[config.mk]
export PLATFORM = sky130hd
export DESIGN_NAME = sptq_cell
export DESIGN_NICKNAME = d
export VERILOG_FILES = /design/src/rtl/sptq_pkg.sv /design/src/rtl/sptq_cell.sv
export SDC_FILE = /design/constraint.sdc
export NUM_CORES = 1
export LEC_CHECK = 0
export BUFFER_PORTS_ARGS = -buffer_cell sky130_fd_sc_hd__buf_4
export CORE_AREA = 2 2 229 231
export DETAILED_ROUTE_END_ITERATION = 8
export DIE_AREA = 0 0 231 233
export GPL_ROUTABILITY_DRIVEN = 0
export PLACE_DENSITY = 0.36
export SKIP_LAST_GASP = 1
export SLEW_MARGIN = 15
export SYNTH_ARGS = -nofsm -noshare
export SYNTH_HDL_FRONTEND = slang
export SYNTH_SLANG_ARGS = --single-unit
[constraint.sdc]
create_clock -name clk -period 9.1 [get_ports clk]
set_clock_uncertainty 0.1 [all_clocks]
set_input_delay 0.91 -clock clk [delete_from_list [all_inputs] [get_ports clk]]
set_output_delay 0.91 -clock clk [all_outputs]
set_load 0.02 [all_outputs]
[src/rtl/sptq_pkg.sv]
// shared types and constants for the sorted priority task queue
// used by sptq_cell and sorted_priority_task_queue_unit; no dependencies
package sptq_pkg;

  // default number of cells in the chain
  localparam int unsigned QueueDepthDef = 64;

  // field widths of one beat
  localparam int unsigned WordW = 64;
  localparam int unsigned PrioW = 16;
  localparam int unsigned OccW  = 7;
  localparam int unsigned InDataW  = 160;
  localparam int unsigned OutDataW = 152;

  // operation carried in in_tuser
  typedef enum logic {
    FUNC_INSERT = 1'b0,
    FUNC_POP    = 1'b1
  } func_t;

  // result kind carried in out_tuser
  typedef enum logic [1:0] {
    ST_INSERTED   = 2'd0,
    ST_FULL       = 2'd1,
    ST_DISPATCHED = 2'd2,
    ST_NONE       = 2'd3
  } status_t;

  // one queued task
  typedef struct packed {
    logic [WordW-1:0]        handler;
    logic [WordW-1:0]        argument;
    logic signed [PrioW-1:0] prio;
  } entry_t;

  // broadcast command seen by every cell
  typedef struct packed {
    logic   ins;
    logic   pop;
    entry_t entry;
  } cell_cmd_t;

endpackage

[src/rtl/sptq_cell.sv]
// one cell of the sorted queue chain: holds a single task and its valid bit
// depends on sptq_pkg
module sptq_cell (
  input  logic               clk,
  input  logic               rst_n,
  input  sptq_pkg::cell_cmd_t cmd_i,
  input  sptq_pkg::entry_t   left_entry_i,
  input  logic               left_valid_i,
  input  logic               left_take_i,
  input  sptq_pkg::entry_t   right_entry_i,
  input  logic               right_valid_i,
  output sptq_pkg::entry_t   entry_o,
  output logic               valid_o,
  output logic               take_o
);
  import sptq_pkg::*;

  entry_t entry_r, entry_nxt;
  logic   valid_r, valid_nxt;

  // this cell lies behind the insert point: empty or holding a larger number
  assign take_o = !valid_r || ($signed(entry_r.prio) > $signed(cmd_i.entry.prio));

  // insert shifts the tail right and drops the new task at the boundary,
  // pop shifts everything left
  always_comb begin
    entry_nxt = entry_r;
    valid_nxt = valid_r;
    if (cmd_i.ins) begin
      if (take_o) begin
        if (left_take_i) begin
          entry_nxt = left_entry_i;
          valid_nxt = left_valid_i;
        end else begin
          entry_nxt = cmd_i.entry;
          valid_nxt = 1'b1;
        end
      end
    end else if (cmd_i.pop) begin
      entry_nxt = right_entry_i;
      valid_nxt = right_valid_i;
    end
  end

  // task payload
  always_ff @(posedge clk) begin
    entry_r <= entry_nxt;
  end

  // occupancy flag
  always_ff @(posedge clk) begin
    if (!rst_n) begin
      valid_r <= 1'b0;
    end else begin
      valid_r <= valid_nxt;
    end
  end

  assign entry_o = entry_r;
  assign valid_o = valid_r;

endmodule

# ---- Word-level counts from Yosys, hierarchy flattened
# Cells that the tools add are included.
dict set report word_totals {
  ff_bits 145
  latch_bits 0
  ramBits 0
  mem_bits_ro 0
  input_bits 439
  out_inout_bits 146
  elab_cells 18
  mem_count 0
}
dict set report classes {
  n_addsub 0
  mul 0
  div_mod_pow 0
  magnitude_cmp 1
  n_eq_ne 1
  shifts 0
  muxes 8
  bitwise_logic 0
  n_reduce_logical 4
}
# operator n
set op_table {}
lappend op_table {{144-bit 2-to-1 mux} 4}
lappend op_table {{16-bit > comparator} 1}
lappend op_table {{1-bit 2-to-1 mux} 4}
lappend op_table {{2-bit by 1-bit != test with 1-bit output, second input constant} 1}
lappend op_table {{2-bit AND reduction} 1}
lappend op_table {{2-bit nonzero test} 1}
lappend op_table {{1-bit logical NOT} 1}
lappend op_table {{1-bit logical OR} 1}

# ---- Logic depth before layout (Yosys ltp)
# Gate-level depths: netlist of run 1.
dict set report logic_depth {
  depth_word 4
  mapped_depth 7
  ltp_nobuf 7
}

# ---- Least setup slack after synthesis of run 1
# Ideal clock, no wire load.
dict set report synth_path {
  path_kind {in2reg}
  startpoint {input cmd_i[13] in the netlist's numbering}
  endpoint {register entry_r (netlist bit entry_o[0]), enable pin}
  setup_time_ps 516
  t_arrival_ps 5530
  required_time_ps 8484
  setup_slack_ps 2953
  cell_stages 7
  path_buffers 0
  cell_sequence {inv_1 -> ha_1 -> nand4_2 -> or4_4 -> a21o_1 -> a31oi_1 -> o22a_1}
}
dict set report synth_between {
  elab_chain_len 4
}
# element line
set synth_lines {}
lappend synth_lines {{start, declared} sptq_cell.sv:6} ;# input sptq_pkg::cell_cmd_t cmd_i,
lappend synth_lines {{16-bit > comparator} sptq_cell.sv:22} ;# assign take_o = !valid_r || ($signed(entry_r.prio) > $signed(cmd_i.entry.prio));
lappend synth_lines {{1-bit logical OR} sptq_cell.sv:22}
lappend synth_lines {{2-bit by 1-bit != test with 1-bit output (no source line)} n/a}
lappend synth_lines {{2-bit AND reduction (no source line)} n/a}
lappend synth_lines {{end signal, assigned} sptq_cell.sv:47} ;# entry_r <= entry_nxt;
lappend synth_lines {{end, declared} sptq_cell.sv:18} ;# entry_t entry_r, entry_nxt;
# No other way between the ends.
# A chain may end at the register's enable or synchronous reset.

# ---- Final worst setup path of run 1
dict set report layout_path {
  startpoint {input cmd_i[15] in the netlist's numbering}
  endpoint {output take_o}
}
dict set report layout_between {
  elab_chain_len 2
}
# element line
set layout_lines {}
lappend layout_lines {{16-bit > comparator} sptq_cell.sv:22}
lappend layout_lines {{1-bit logical OR} sptq_cell.sv:22}
lappend layout_lines {{end, declared} sptq_cell.sv:14} ;# output logic take_o
# No other way between the ends.

==> results_dict.tcl, run 1 <==
set metrics [dict create \
    status "complete, no violations" \
    cts-resized-gates 0 \
    clock.fmax_mhz 260 \
    drv_slew 0 \
    fp-row-count 83 \
    clk_latency_ns 0.44 \
    cp_common_cell "buf_4" \
    fin_tns_setup_ns 0 \
    ioPinCount 585 \
    numCtsBuffers 17 \
    yosys_warnings 0 \
    die_w_um 231 \
    rsz0062_at_grt "no" \
    hp-class "reg -> reg" \
    io_buffers 584 \
    p_leak_nw 6.16 \
    crit_path_end_kind "primary output" \
    crit_family "simple AND/OR/NAND/NOR gates" \
    drtPass1Iterations 4 \
    avgSynthCellArea_um2 11.1 \
    slowest_stage "or4_4" \
    route.detailed.drc 0 \
    synth-seq-cells 145 \
    wl_per_cell_um 17.4 \
    antenna_cells 0 \
    period_needed_ns 3.85 \
    p_total_mw 2.12 \
    post-route-period-util 0.423 \
    worstMarginPinSlew_ns 0.962 \
    drive_above_1_share 0.486 \
    worst_ir_drop_vdd_mv 0.108 \
    crit_fanout 4 \
    grt_pass1_wl_um 47800 \
    setup_viol 0 \
    post-cts-setup-buffer-count 0 \
    grt.overflow.total 0 \
    grt_start_max_net_pins 119 \
    clockBufferDepth 2 \
    h-tree-depth 4 \
    cp_cell_sequence "buf_4, inv_1, ha_1, nand2_1, or4_4, a21o_1, a31oi_1, nand2b_1, buf_4" \
    synthesis.area_um2 7750 \
    antenna_left 0 \
    synth.area.top_cells "edfxtp_1, mux2i_1, a21oi_1" \
    cts_tree "done" \
    vias_per_cell 3.79 \
    critPathLaunchType "input pin" \
    drtIter0Drc 195 \
    grt_usage 0.122 \
    synth_fp_nets 1151 \
    p_per_area_nw_per_um2 158 \
    place_hpwl_um 27500 \
    hold_viol_final 0 \
    fin_nets 1712 \
    yosys.area.top_type "edfxtp_1" \
    area_growth_pct 73.4 \
    initial_utilization 0.152 \
    critical_path_class "in -> out" \
    wl_um 34000 \
    cp_num_buf_inv 3 \
    first_global_vias 7665 \
    relSlewSlack 0.359 \
    arrival_ns 2.84 \
    cts.sinks 145 \
    cp_data_required_time_ns 8.09 \
    synth_top_area_frac 0.558 \
    syn-instance-count 696 \
    cpPeakStageDelay_ns 0.55 \
    yosysSeqAreaShare 0.560 \
    vias 7391 \
    antenna_found_initial 1 \
    dieHeight_um 233 \
    cts_root_buffer "clkbuf_16" \
    dieArea_um2 53800 \
    hold_buffers 0 \
    drv_cap 0 \
    clkTransAtPathRegs_ns 0.06 \
    core-area_um2 51100 \
    synth_cell_types 29 \
]
==> Yosys cell counts, drive strengths merged <==
cell type    n
edfxtp     144
and3b        1
nand3        3
nor2b        2
o22a         1
ha          16
o22ai        1
dfxtp        1
buf         18
mux2i      144
nor4bb       1
a211oi       3
inv         19
clkbuf      30
o221ai       1
o211ai       2
nand4        2
a21o         1
nor3         1
nand2        5
a31oi        2
nor4b        1
nand2b       1
nor2       145
o21ai        1
or4          1
a21oi      149
==> worst paths after layout <==
kind,cells after the start,slack [ns],to,start
max,9,5.25,take_o,cmd_i[15]
min,2,0.66,valid_o,valid_o
max reg2reg,7,5.51,entry_o[140],entry_o[12]
min reg2reg,2,0.66,valid_o,valid_o
==> per-stage QoR <==
| step | hold WS (ns) | instance area (µm²) | setup slack [ns] | std cells | utilization |
|---|---|---|---|---|---|
| 6_report | 0.663 | 13400 | 5.25 | 1949 | 0.263 |
| 3_3_place_gp | 0.646 | 12900 | 4.90 | 1918 | 0.252 |
| 4_1_cts | 0.620 | 13400 | 5.25 | 1949 | 0.263 |
| 5_1_grt | 0.635 | 13400 | 5.14 | 1949 | 0.263 |
| 2_1_floorplan | 0.697 | 7750 | 2.95 | 696 | - |
| 3_5_place_dp | 0.662 | 12900 | 4.87 | 1918 | 0.252 |
==> cell type report <==
type / count / area [µm²]
clock inverters: 7 / 134
clock buffers: 24 / 452
inverters: 19 / 71.3
fillers: 5550 / 37700
repair buffers: 590 / 4440
multi-input cells: 484 / 3150
well taps: 680 / 851
flip-flops and latches: 145 / 4340
==> metal layers <==
layer	share of wire	wire length [µm]	GRT usage
met5	0	0	0
met4	0.020	674	0.0387
met3	0.085	2880	0.0431
met2	0.54	18200	0.228
met1	0.36	12200	0.125
==> sequential cells by signal (all words and copies together), names as in the netlist <==
signal / count
entry_o: 144
valid_o: 1
==> cell families (layout without fill, tap and decap cells) <==
group	count (synthesis)	in the layout	share of synthesized area
AOI/OAI and AO/OA	161	161	0.107
adders and majority gates	16	16	0.0258
buffers and inverters	67	640	0.0349
DFF	145	145	0.560
muxes	144	144	0.186
and+or+nand+nor	163	163	0.0858
==> cells in the final DEF (no fill, tap or decap), types with 2 or more instances in the layout <==
master	netlist	final
clkbuf_16	0	17
nand2_1	5	5
a21oi_1	149	149
a31oi_1	2	2
nor2b_1	2	2
mux2i_1	144	144
nand3_1	3	3
ha_1	16	16
buf_4	0	588
o211ai_1	2	2
a211oi_1	3	3
inv_1	19	19
edfxtp_1	144	144
clkinv_2	0	2
bufinv_16	0	4
nor2_1	145	145
clkbuf_1	30	7
==> tightest hold or removal path, cell delays in order (launching register included) <==
cell	delay (ns)
dfxtp_1	0.42
nor4bb_1	0.10
nor4b_2	0.19
==> where the power goes <==
group	internal (mW)	switching (mW)
logic	0.267	0.278
registers	0.822	0.0228
clock network	0.455	0.275
total	1.54	0.576
Note: power is estimated with default switching activity, not from simulation.
==> run 2: changes to the inputs <==
--- a/config.mk
+++ b/config.mk
@@ -6,9 +6,9 @@
 export NUM_CORES = 1
 export LEC_CHECK = 0
 export BUFFER_PORTS_ARGS = -buffer_cell sky130_fd_sc_hd__buf_4
-export CORE_AREA = 2 2 229 231
+export CORE_AREA = 2 2 231 233
 export DETAILED_ROUTE_END_ITERATION = 8
-export DIE_AREA = 0 0 231 233
+export DIE_AREA = 0 0 233 235
 export GPL_ROUTABILITY_DRIVEN = 0
 export PLACE_DENSITY = 0.36
 export SKIP_LAST_GASP = 1
==> constraint.sdc (replaced) <==
create_clock -name clk -period 3.55 [get_ports clk]
set_clock_uncertainty 0.1 [all_clocks]
set_input_delay 0.355 -clock clk [delete_from_list [all_inputs] [get_ports clk]]
set_output_delay 0.355 -clock clk [all_outputs]
set_load 0.02 [all_outputs]
==> run 2 against run 1 <==
Clock power rose to 2.7 times the previous value. First-iteration DRC count fell by 25%. Worst setup slack got worse by 4.9 ns. Sequential power rose to 2.6 times the previous value. Flip-flop and latch count did not move. Highest routed layer is now met5. Global-route usage fell by 0.21 points. Sequential share of layout area fell by 0.36 points. Critical path type is now reg -> out. Clock-buffer cell count fell by 6. Die area rose by 1.7%. Combinational power rose to 2.6 times the previous value. Largest cell class unchanged. Cell count rose by 0.67%.
==> results_dict.tcl, run 2 (synthesized netlist as in run 1, its figures left out) <==
set metrics [dict create \
    clkTransAtPathRegs_ns 0.06 \
    hold_viol_final 0 \
    grt.overflow.total 0 \
    drv_cap 0 \
    critical_path_class "reg -> out" \
    crit_fanout 3 \
    dieHeight_um 235 \
    route.detailed.drc 0 \
    rsz0062_at_grt "no" \
    antenna_left 0 \
    cp_num_buf_inv 1 \
    period_needed_ns 3.18 \
    cts.sinks 145 \
    first_global_vias 7567 \
    crit_family "simple AND/OR/NAND/NOR gates" \
    wl_um 33400 \
    switchingPower_mw 1.51 \
    final_common_cell "buf_4" \
    drive_above_1_share 0.489 \
    layout_common_cells "buf_4, a21oi_1, nor2_1, mux2i_1, edfxtp_1" \
    reg2reg_slack_ns 0.48 \
    fillers 5571 \
    p_leak_nw 6.23 \
    cts_tree "done" \
    antenna_found_initial 1 \
    crit_path_end_kind "primary output" \
    p_total_mw 5.54 \
    core-area_um2 52200 \
    die_w_um 233 \
    initial_utilization 0.148 \
    clockBufferDepth 2 \
    largest_register_ff_count 144 \
    place_hpwl_um 27000 \
    antenna_cells 0 \
    p_int_mw 4.03 \
    fin_nets 1716 \
    h-tree-depth 4 \
    cts-resized-gates 0 \
    fp-row-count 84 \
    numCtsBuffers 17 \
    dieArea_um2 54800 \
    vias_per_cell 3.74 \
    fin_tns_setup_ns 0 \
    grt_pass1_wl_um 47300 \
    clock.fmax_mhz 314 \
    reg2reg_depth 7 \
    vias 7340 \
    cpPeakStageDelay_ns 0.55 \
    netSwitchingFraction 0.272 \
    p_seq_frac 0.390 \
    hold_buffers 0 \
    worst_ir_drop_vdd_mv 0.292 \
    clk_latency_ns 0.47 \
    drtPass1Iterations 4 \
    pwr-share-comb 0.255 \
    setup_viol 0 \
    status "complete, no violations" \
    r2r-start "entry_o[13]" \
    grt_usage 0.119 \
    grt_start_max_net_pins 106 \
    io_buffers 584 \
    slowest_stage "or4_4" \
    drv_slew 0 \
    crit_cells 7 \
    wl_per_cell_um 17.0 \
    cts_root_buffer "clkbuf_16" \
    critPathLaunchType "flip-flop" \
    cp_cell_sequence "ha_1, nand4_2, or4_4, a21o_1, a31oi_1, nand2b_1, buf_4" \
    hp-class "in -> reg" \
    power_frac_clock 0.355 \
    post-route-period-util 0.896 \
    arrival_ns 2.73 \
    timing.rr.end "entry_o[69]" \
    cp_data_required_time_ns 3.09 \
    drtIter0Drc 147 \
    area_growth_pct 75.3 \
    startpoint "entry_o[13]" \
    final_util 0.260 \
    p_per_area_nw_per_um2 407 \
    worstMarginPinSlew_ns 0.680 \
    relSlewSlack 0.547 \
    post-cts-setup-buffer-count 0 \
    crit_end "take_o" \
    ioPinCount 585 \
]
## run 2: cell count changes in the layout (fill, tap and decap cells not counted), moves of 2 or more
cell / previous run / this run
clkinv_1: 1 / 6
buf_4: 588 / 586
buf_12: 0 / 6
clkbuf_1: 7 / 1
## run 2: layer usage
metal | wire, µm | vias to the layer above | share of wire | track usage
met1 | 12000 | 3311 | 0.36 | 0.118
met3 | 2930 | 26 | 0.088 | 0.0445
met5 | 13 | - | 0.00039 | 0
met4 | 574 | 2 | 0.017 | 0.0438
met2 | 17900 | 319 | 0.54 | 0.224
li1 | - | 3682 | - | -
## run 2: final cells by class
cell class | count | area (µm²) | area share
Clock buffer | 18 | 429 | 0.0316
Inverter | 19 | 71.3 | 0.00525
Timing Repair Buffer | 594 | 4550 | 0.334
Clock inverter | 14 | 194 | 0.0143
Sequential cell | 145 | 4340 | 0.320
Tap cell | 688 | 861 | 0.0633
Multi-Input combinational cell | 484 | 3150 | 0.232
## run 2: power groups by stage
stage	Sequential (mW)	Combinational, mW	Clock (mW)
4_1_cts	2.16	1.45	2.07
2_1_floorplan	2.42	0.377	0
6_report	2.16	1.41	1.97
5_1_grt	2.18	1.53	2.10
3_5_place_dp	2.20	1.44	0
3_3_place_gp	2.19	1.46	0
## run 2: how the worst min path moves through the flow
stage                     slack, ns  cells after the start  endpoint  start
after global routing           0.05                      2   valid_o  rst_n
after floorplan                0.44                      1   valid_o  rst_n
final                          0.08                      2   valid_o  rst_n
after detailed placement       0.56                      2   valid_o  rst_n
after global placement         0.55                      2   valid_o  rst_n
after CTS                      0.02                      2   valid_o  rst_n
## run 2: metrics by stage
stage | hold WS [ns] | setup slack (ns) | cells | area, µm²
2_1_floorplan | 0.444 | 0.0457 | 696 | 7760
3_3_place_gp | 0.555 | 0.467 | 1930 | 13000
3_5_place_dp | 0.556 | 0.420 | 1930 | 13000
4_1_cts | 0.0176 | 0.278 | 1962 | 13600
5_1_grt | 0.0478 | 0.211 | 1962 | 13600
6_report | 0.0796 | 0.368 | 1962 | 13600
## run 2: worst reg2reg max path, delay by kind of cell (launching register included)
family	cells	cell delay, ns
compound gates	3	0.74
fa+ha+maj	1	0.34
flops	1	0.39
simple gates	2	0.71
buf+inv	1	0.32
